--- src/sme_ram.sv ---
// Generic single-port-write, single-read synchronous RAM, registered read.
// No dependencies.
`default_nettype none
module sme_ram #(
    parameter int WIDTH = 8,
    parameter int DEPTH = 32
) (
    input  wire logic                     clk,
    input  wire logic                     we,
    input  wire logic [$clog2(DEPTH)-1:0] waddr,
    input  wire logic [WIDTH-1:0]         wdata,
    input  wire logic [$clog2(DEPTH)-1:0] raddr,
    output logic      [WIDTH-1:0]         rdata
);
    logic [WIDTH-1:0] mem [DEPTH];

    always_ff @(posedge clk)
    begin
        if (we)
        begin
            mem[waddr] <= wdata;
        end
        rdata <= mem[raddr];
    end
endmodule
`default_nettype wire

--- config.mk ---
export PLATFORM = sky130hd
export DESIGN_NAME = sme_ram
export DESIGN_NICKNAME = d
export VERILOG_FILES = /design/src/sme_ram.sv
export SDC_FILE = /design/constraint.sdc
export NUM_CORES = 1
export LEC_CHECK = 0
export BUFFER_PORTS_ARGS = -buffer_cell sky130_fd_sc_hd__buf_2
export CAP_MARGIN = 20
export CORE_MARGIN = 3
export CORE_UTILIZATION = 64
export DETAILED_ROUTE_END_ITERATION = 16
export PLACE_DENSITY = 0.92
export SLEW_MARGIN = 40
export SYNTH_ARGS = -nofsm -noshare
export SYNTH_HDL_FRONTEND = slang
export SYNTH_SLANG_ARGS = --single-unit
export TNS_END_PERCENT = 10
--- constraint.sdc ---
create_clock -name clk -period 3.95 [get_ports clk]
set_clock_uncertainty 0.1 [all_clocks]
set_input_delay 0.79 -clock clk [delete_from_list [all_inputs] [get_ports clk]]
set_output_delay 0.79 -clock clk [all_outputs]
set_load 0.005 [all_outputs]
==> results of run 1 <==
==> per-stage QoR <==
stage          instances  power [uW]  cell area [um2]  utilization
6_report             684        5770            11260       0.7379
5_1_grt              684        5908            11260       0.7379
4_1_cts              684        5791            11210       0.7346
3_5_place_dp         639        3474            10420       0.6827
3_3_place_gp         639        3458            10420       0.6827
2_1_floorplan        417        3349            10050            -
==> layout make-up <==
class | instances | share of cell area
Sequential cell | 264 | 0.6970
Timing Repair Buffer | 31 | 0.01822
Tap cell | 211 | 0.02345
Clock inverter | 14 | 0.01289
Multi-Input combinational cell | 133 | 0.1909
Clock buffer | 31 | 0.05756
==> power breakdown <==
part | internal [uW] | switching, uW
registers | 3110 | 14.4
logic | 127 | 169
clock network | 1360 | 985
total | 4600 | 1170
==> cells in the final DEF (no fill, tap or decap), drive strengths merged <==
cell type and n:
inv 1, or3b 3, or3 1, dfxtp 8
nor2 33, nand2 1, buf 31, nand3b 5
clkinvlp 1, clkbuf 31, nand3 2, bufinv 3
clkinv 9, mux2 8, mux4 80, edfxtp 256
==> registers in the layout, summed over array words and instances, names as in the netlist <==
register  count
rdata         8
mem         256
==> critical path, stage by stage <==
cell    delay (ns)
buf_4         0.43
buf_4         0.28
mux4_2        0.57
mux4_2        0.55
mux2_2        0.29
==> final timing paths <==
check,start,to,slack (ns),cells past startpoint
setup / recovery,raddr[0],rdata[2],1.31,5
hold / removal,raddr[3],rdata[5],0.64,2
setup reg to reg,mem[21][6],rdata[6],1.94,3
hold reg to reg,mem[13][5],rdata[5],0.81,3
==> Yosys cell counts, types with 2 or more instances <==
cell type	count
buf_1	6
nor2_1	33
nand3_1	2
buf_4	6
or3b_2	3
dfxtp_1	8
edfxtp_1	256
mux4_2	80
nand3b_1	5
clkbuf_1	6
mux2_2	8
==> cell families (layout without fill, tap and decap cells) <==
| family | after synthesis | count (layout) | share of synthesized area |
|---|---|---|---|
| multiplexers | 88 | 88 | 0.1882 |
| flip-flops | 264 | 264 | 0.7806 |
| buffers and inverters | 20 | 76 | 0.01058 |
| AND/OR/NAND/NOR | 45 | 45 | 0.02066 |
==> routing by layer <==
metal / part of all wire / track usage / routed length [um]
met1: 0.40 / 0.4109 / 8734
met4: 0.018 / 0.05368 / 386
met2: 0.48 / 0.3842 / 10360
met3: 0.097 / 0.04556 / 2089
met5: 0 / 0 / 0
==> flow_summary.ini, run 1 <==
[setup_path]
required_ns = 4.24
crit_fanout = 25
critical_path_class = in -> reg
critPathLaunchType = primary input
critPathCaptureType = flip-flop
cp.arrival_ns = 2.94

[detailed_routing]
remaining_drc_errors = 0
wl_um = 21570
num_vias = 4739
drt-initial-drc-count = 554
detail_route.first_pass.iterations = 5
ant_nets = 0
post_drt_wl_per_cell_um = 31.53
vias_per_cell = 6.928

[cts]
cts_hold_buf = 0
clock-sinks = 264
post_cts_resized = 0
cts_tree = built
clk_latency_ns = 0.52
clk_path_buf_depth = 3
root_buffer = clkbuf_16
cts_inserted_buffers = 25
postCtsSetupBuffers = 0
h-tree-depth = 1
clk_pin_slew_ns = 0.06

[grt]
grt_first_pass_wirelength_um = 32280
overflow = 0
grt_usage = 0.2556
grt_antenna_before_repair = 0
grt_pass1_vias = 4705
grt_max_degree = 65

[synthesis]
synth-edff-count = 256
async_flop_share = 0
synthCells = 417
syn-num-nets = 437
synth_seq_cells = 264
seq_area_frac_synth = 0.7806
synth_cell_types = 15
yosysTopAreaCell = edfxtp_1
ys_warn_count = 0
syn_area_mm2 = 0.01005
syn_area_per_cell_um2 = 24.11
synth_ff_type = edfxtp_1
yosys-top-cells-area = edfxtp_1 (76%), mux4_2 (18%), dfxtp_1 (1.6%), nor2_1 (1.2%), mux2_2 (0.90%)
synth.top_cell.area_share = 0.7647

[sta]
slew_viol_final = 0
min_period_ns = 2.643
setup_viol_count_final = 0
whs_ns = 0.6404
relSlewSlack = 0.4425
worst_pin_slew_ns = 0.8332
hold_viol = 0
fin_tns_setup_ns = 0
layout_setup_ws_ns = 1.307
period_share = 0.6690
max_freq_mhz = 378.4
grt_setup_unrepaired = no

[finish]
layout.area.seq_mm2 = 0.007848
fillers = 803
drive_gt1_frac = 0.3721
area_growth_pct = 12.00
num_antenna_cells = 0
multiInputGateArea_mm2 = 0.002150
final_nets = 475

[pwr]
p_leak_uw = 0.003490
power_density_mw_per_mm2 = 512.4
irDropWorstVdd_mv = 0.4113

[die]
dieHeight_um = 131.3
die_w_um = 131.3
dieArea_mm2 = 0.01725
core_mm2 = 0.01526
boundaryPins = 28
fp-row-count = 45
start_util = 0.6589

[min_path]
min_path_type = in -> reg

[placed_design]
place_ws_ns = 0.7595
io_buffers = 27
hpwlAfterDp_um = 12000
routabilityCongestion = 0.8096

[run_status]
status = complete, no violations

[run]
max_cap_viol_count = 0
(Power assumes the default switching activity.)
==> run 2, diff against run 1 <==
--- a/config.mk
+++ b/config.mk
@@ -8,9 +8,9 @@
 export BUFFER_PORTS_ARGS = -buffer_cell sky130_fd_sc_hd__buf_2
 export CAP_MARGIN = 20
 export CORE_MARGIN = 3
-export CORE_UTILIZATION = 64
+export CORE_UTILIZATION = 55
 export DETAILED_ROUTE_END_ITERATION = 16
-export PLACE_DENSITY = 0.92
+export PLACE_DENSITY = 0.84
 export SLEW_MARGIN = 40
 export SYNTH_ARGS = -nofsm -noshare
 export SYNTH_HDL_FRONTEND = slang
==> constraint.sdc (replaced) <==
create_clock -name clk -period 2.4 [get_ports clk]
set_clock_uncertainty 0.1 [all_clocks]
set_input_delay 0.48 -clock clk [delete_from_list [all_inputs] [get_ports clk]]
set_output_delay 0.48 -clock clk [all_outputs]
set_load 0.005 [all_outputs]
==> run 2 against run 1 <==
Flip-flop and latch count unchanged. Critical path type is now reg -> reg. Non-clock buffer count rose by 37. Highest routed layer is now met5. Clock-buffer cell count is 5 lower.
==> flow_summary.ini, run 2 (synthesis results as in run 1) <==
[grt]
use_met3 = 0.05224
grt_usage = 0.2232
grt_antenna_before_repair = 3
gr-usage-met2 = 0.3459
grt_first_pass_wirelength_um = 32210
grt_pass1_vias = 4831
grt_max_degree = 33
grt_util_met1 = 0.3281
grt.busiest_layer = met2
overflow = 0

[cts]
cts_tree = built
cts_inserted_buffers = 25
root_buffer = clkbuf_16
h-tree-depth = 1
postCtsSetupBuffers = 0
clk_pin_slew_ns = 0.06
clk_latency_ns = 0.53
cts_hold_buf = 0
clock-sinks = 264
clk_path_buf_depth = 3
post_cts_resized = 0

[detailed_routing]
vias_per_cell = 6.527
ant_nets = 0
detail_route.first_pass.iterations = 5
wl_um = 21580
post_drt_wl_per_cell_um = 29.32
num_vias = 4804
drt-initial-drc-count = 779
remaining_drc_errors = 0

[setup_path]
crit_path_max_incr_delay_ns = 0.55
cp.depth = 3
rr_endpoint = rdata[6]
crit_fanout = 1
cpMostUsedCell = mux4_2
required_ns = 2.70
cp.arrival_ns = 2.27
slowest_stage = mux4_2
reg2reg_depth = 3
rrSetupSlack_ns = 0.43
timing.rr.start = mem[13][6]
critPathLaunchType = flip-flop
path_cells = mux4_2 > mux4_2 > mux2_2
critical_path_class = reg -> reg
critPathCaptureType = flip-flop
worst-path-buf-inv = 0
critPathTopFamily = multiplexers

[finish]
area_growth_pct = 15.37
final_nets = 512
drive_gt1_frac = 0.3875
regMostFlops = mem
largest_reg_flops = 256
num_antenna_cells = 0
fillers = 1041
layout.area.seq_mm2 = 0.007848
multiInputGateArea_mm2 = 0.002100
final_common_cell = edfxtp_1
final_cell_mix = edfxtp_1 (256), mux4_2 (80), buf_4 (35), nor2_1 (33), buf_2 (26)
reg_top3 = mem: 256 flops, rdata: 8 flops

[pwr]
p_total_uw = 9664
clkPwrFrac = 0.414
p_sw_uw = 1964
p_int_uw = 7700
pwr-share-seq = 0.533
power_density_mw_per_mm2 = 833.2
p_leak_uw = 0.003733
swShare = 0.2032
irDropWorstVdd_mv = 0.6110
power_frac_comb = 0.053

[die]
dieArea_mm2 = 0.01994
die_w_um = 141.2
fp-row-count = 48
start_util = 0.5713
dieHeight_um = 141.2
core_mm2 = 0.01760
boundaryPins = 28

[sta]
min_period_ns = 1.970
fin_tns_setup_ns = 0
slew_viol_final = 0
hold_viol = 0
max_freq_mhz = 507.7
grt_setup_unrepaired = no
period_share = 0.8207
setup_viol_count_final = 0
worst_pin_slew_ns = 0.6318
relSlewSlack = 0.5788

[min_path]
min_path_cells = 2
min_path_type = in -> reg
whs_endpoint = rdata[2]
holdCritStartpoint = raddr[3]

[run]
max_cap_viol_count = 0

[placed_design]
hpwlAfterDp_um = 13120
routabilityCongestion = 0.8140
io_buffers = 27

[run_status]
status = complete, no violations
==> run 2: cell types whose count changed in the layout (fill, tap and decap cells not counted) <==
cell	change
clkinv_2	+2
bufinv_16	+1
inv_8	+1
buf_4	+33
nor2_2	-20
clkbuf_1	-5
clkinv_1	+1
clkinvlp_4	+1
nor2_1	+20
buf_12	+4
==> run 2: layer usage <==
layer,routed length (um),vias to the layer above
met4,482,6
met3,2431,39
met2,10660,307
li1,-,1928
met5,34,-
met1,7974,2524
==> run 2: layout make-up <==
type                            instances  area share
Multi-Input combinational cell        133      0.1810
Sequential cell                       264      0.6766
Clock buffer                           26     0.05426
Timing Repair Buffer                   68     0.04595
Clock inverter                         20     0.01791
Tap cell                              225     0.02427
==> run 2: how the worst max path moves through the flow <==
stage / startpoint / end / slack [ns]
floorplan: raddr[2] / rdata[0] / 0.02
global placement: raddr[0] / rdata[7] / -0.08
detailed placement: raddr[0] / rdata[7] / -0.08
CTS: raddr[0] / rdata[3] / 0.44
global route: raddr[0] / rdata[1] / 0.40
finish: mem[13][6] / rdata[6] / 0.43
==> run 2: power by group through the flow <==
stage	combinational (uW)	sequential, uW	clock [uW]
CTS	509	5150	4060
global route	536	5160	4260
finish	510	5160	4000
detailed placement	498	5250	0
global placement	480	5250	0
floorplan	273	5240	0
==> run 2: worst register-to-register path, stage by stage (launching register included) <==
cell and delay [ns]:
edfxtp_1 0.38, mux4_2 0.55, mux4_2 0.52, mux2_2 0.30
==> run 2: per-stage QoR <==
step | setup WS [ns] | instance area [um2] | cells | hold slack (ns) | utilization
floorplan | 0.01762 | 10050 | 417 | 0.4789 | -
global placement | -0.07724 | 10760 | 690 | 0.7772 | 0.6116
detailed placement | -0.08149 | 10760 | 690 | 0.7915 | 0.6116
CTS | 0.4350 | 11600 | 736 | 0.2982 | 0.6591
global route | 0.3957 | 11600 | 736 | 0.3130 | 0.6591
finish | 0.4302 | 11600 | 736 | 0.3245 | 0.6591
==> run 3, diff against run 2 <==
--- a/config.mk
+++ b/config.mk
@@ -8,9 +8,9 @@
 export BUFFER_PORTS_ARGS = -buffer_cell sky130_fd_sc_hd__buf_2
 export CAP_MARGIN = 20
 export CORE_MARGIN = 3
-export CORE_UTILIZATION = 55
+export CORE_UTILIZATION = 61
 export DETAILED_ROUTE_END_ITERATION = 16
-export PLACE_DENSITY = 0.84
+export PLACE_DENSITY = 0.88
 export SLEW_MARGIN = 40
 export SYNTH_ARGS = -nofsm -noshare
 export SYNTH_HDL_FRONTEND = slang
==> constraint.sdc (replaced) <==
create_clock -name clk -period 1.99 [get_ports clk]
set_clock_uncertainty 0.1 [all_clocks]
set_input_delay 0.398 -clock clk [delete_from_list [all_inputs] [get_ports clk]]
set_output_delay 0.398 -clock clk [all_outputs]
set_load 0.005 [all_outputs]
==> run 3 against run 2 <==
Sequential power up 20%. Register-to-register slack worse by 0.41 ns. First-iteration DRC count down 17%. Sequential share of layout area up 0.088 points. Final cell count down 0.68%. Worst hold slack worse by 0.079 ns. Die area down 9.4%. Core utilization up 6.5 points. Flip-flop and latch count unchanged. Largest power group unchanged. Highest routed layer unchanged.
==> flow_summary.ini, run 3 (synthesis results as in run 1) <==
[cts]
cts_hold_buf = 0
clk_latency_ns = 0.53
postCtsSetupBuffers = 0
clock-sinks = 264
cts_inserted_buffers = 25
post_cts_resized = 0
h-tree-depth = 1
clk_pin_slew_ns = 0.06
cts_tree = built
clk_path_buf_depth = 3
root_buffer = clkbuf_16

[finish]
reg_top3 = mem: 256 flops, rdata: 8 flops
fillers = 907
area_growth_pct = 15.22
num_antenna_cells = 0
finalNonFillerCells = 731
largest_reg_flops = 256
multiInputGateArea_mm2 = 0.002100
final_cell_mix = edfxtp_1 (256), mux4_2 (80), buf_4 (38), nor2_1 (33), buf_2 (26)
final_nets = 516
final_common_cell = edfxtp_1
fin_util = 0.7240
drive_gt1_frac = 0.3922
layout.area.seq_mm2 = 0.007848
regMostFlops = mem

[sta]
hold_viol = 0
grt_setup_unrepaired = no
fin_tns_setup_ns = 0
worst_pin_slew_ns = 0.6565
min_period_ns = 1.972
slew_viol_final = 0
setup_viol_count_final = 0
period_share = 0.9910
layout_setup_ws_ns = 0.01785
max_freq_mhz = 507.1
relSlewSlack = 0.5623

[setup_path]
path_cells = mux4_2 > mux4_2 > mux2_2
crit_fanout = 1
timing.rr.start = mem[5][2]
worst-path-buf-inv = 0
critical_path_class = reg -> reg
slowest_stage = mux4_2
rr_endpoint = rdata[2]
rrSetupSlack_ns = 0.02
critPathTopFamily = multiplexers
required_ns = 2.29
crit_path_max_incr_delay_ns = 0.55
cpMostUsedCell = mux4_2
cp.arrival_ns = 2.27
critPathLaunchType = flip-flop
critPathCaptureType = flip-flop
reg2reg_depth = 3

[detailed_routing]
drt-initial-drc-count = 648
ant_nets = 0
vias_per_cell = 6.610
num_vias = 4832
remaining_drc_errors = 0
wl_um = 22020
detail_route.first_pass.iterations = 5
post_drt_wl_per_cell_um = 30.13

[die]
dieArea_mm2 = 0.01806
core_mm2 = 0.01600
fp-row-count = 46
boundaryPins = 28
start_util = 0.6283
dieHeight_um = 134.4
die_w_um = 134.4

[grt]
overflow = 0
grt_first_pass_wirelength_um = 33350
grt_usage = 0.2574
grt_antenna_before_repair = 1
grt_max_degree = 33
grt_pass1_vias = 5007

[placed_design]
routabilityCongestion = 0.8220
io_buffers = 27
hpwlAfterDp_um = 13210
place_ws_ns = -0.4444
place_inst = 685

[pwr]
power_density_mw_per_mm2 = 981.3
irDropWorstVdd_mv = 0.7157
p_leak_uw = 0.003735

[min_path]
min_path_cells = 2
holdCritStartpoint = raddr[3]
min_path_type = in -> reg
whs_endpoint = rdata[6]

[run_status]
status = complete, no violations

[run]
max_cap_viol_count = 0
## run 3: cell types whose count changed in the layout (fill, tap and decap cells not counted), sizes merged
cell / previous run / this run
inv: 2 / 1
clkinv: 12 / 6
bufinv: 4 / 1
buf: 68 / 72
clkbuf: 26 / 36
## run 3: per-layer routing
metal | global-route usage | vias to the layer above | share of wire
li1 | - | 1938 | -
met4 | 0.07749 | 2 | 0.029
met2 | 0.4112 | 350 | 0.50
met1 | 0.3808 | 2494 | 0.38
met3 | 0.04014 | 48 | 0.094
met5 | 0 | - | 0.00059
## run 3: worst max-delay path by stage
| stage | start | endpoint | slack [ns] | cells past startpoint |
|---|---|---|---|---|
| 5_1_grt | mem[5][2] | rdata[2] | 0.01 | 3 |
| 2_1_floorplan | raddr[0] | rdata[0] | -0.11 | 5 |
| 6_report | mem[5][2] | rdata[2] | 0.02 | 3 |
| 3_5_place_dp | raddr[0] | rdata[5] | -0.44 | 5 |
| 4_1_cts | mem[5][2] | rdata[2] | 0.03 | 3 |
| 3_3_place_gp | raddr[0] | rdata[6] | -0.43 | 5 |
## run 3: power breakdown
group / switching, uW / internal [uW] / total (uW)
clock: 1930 / 2600 / 4530
combinational: 339 / 285 / 624
sequential: 31.0 / 6180 / 6210
## run 3: layout make-up
type | instances | share of cell area
Timing Repair Buffer | 72 | 0.04969
Multi-Input combinational cell | 133 | 0.1812
Sequential cell | 264 | 0.6775
Clock inverter | 10 | 0.007237
Clock buffer | 36 | 0.06103
Tap cell | 216 | 0.02333
## run 3: through the flow
step / instance area, um2 / hold WS [ns] / total power, uW
finish: 11580 / 0.2451 / 11370
detailed placement: 10790 / 0.6733 / 6943
floorplan: 10160 / 0.3969 / 6674
CTS: 11580 / 0.2300 / 11440
global route: 11580 / 0.2437 / 11670
global placement: 10790 / 0.6845 / 6909
## run 3: worst reg2reg max path, stage by stage, from the launching register on
cell	delay (ns)
edfxtp_1	0.39
mux4_2	0.55
mux4_2	0.52
mux2_2	0.28
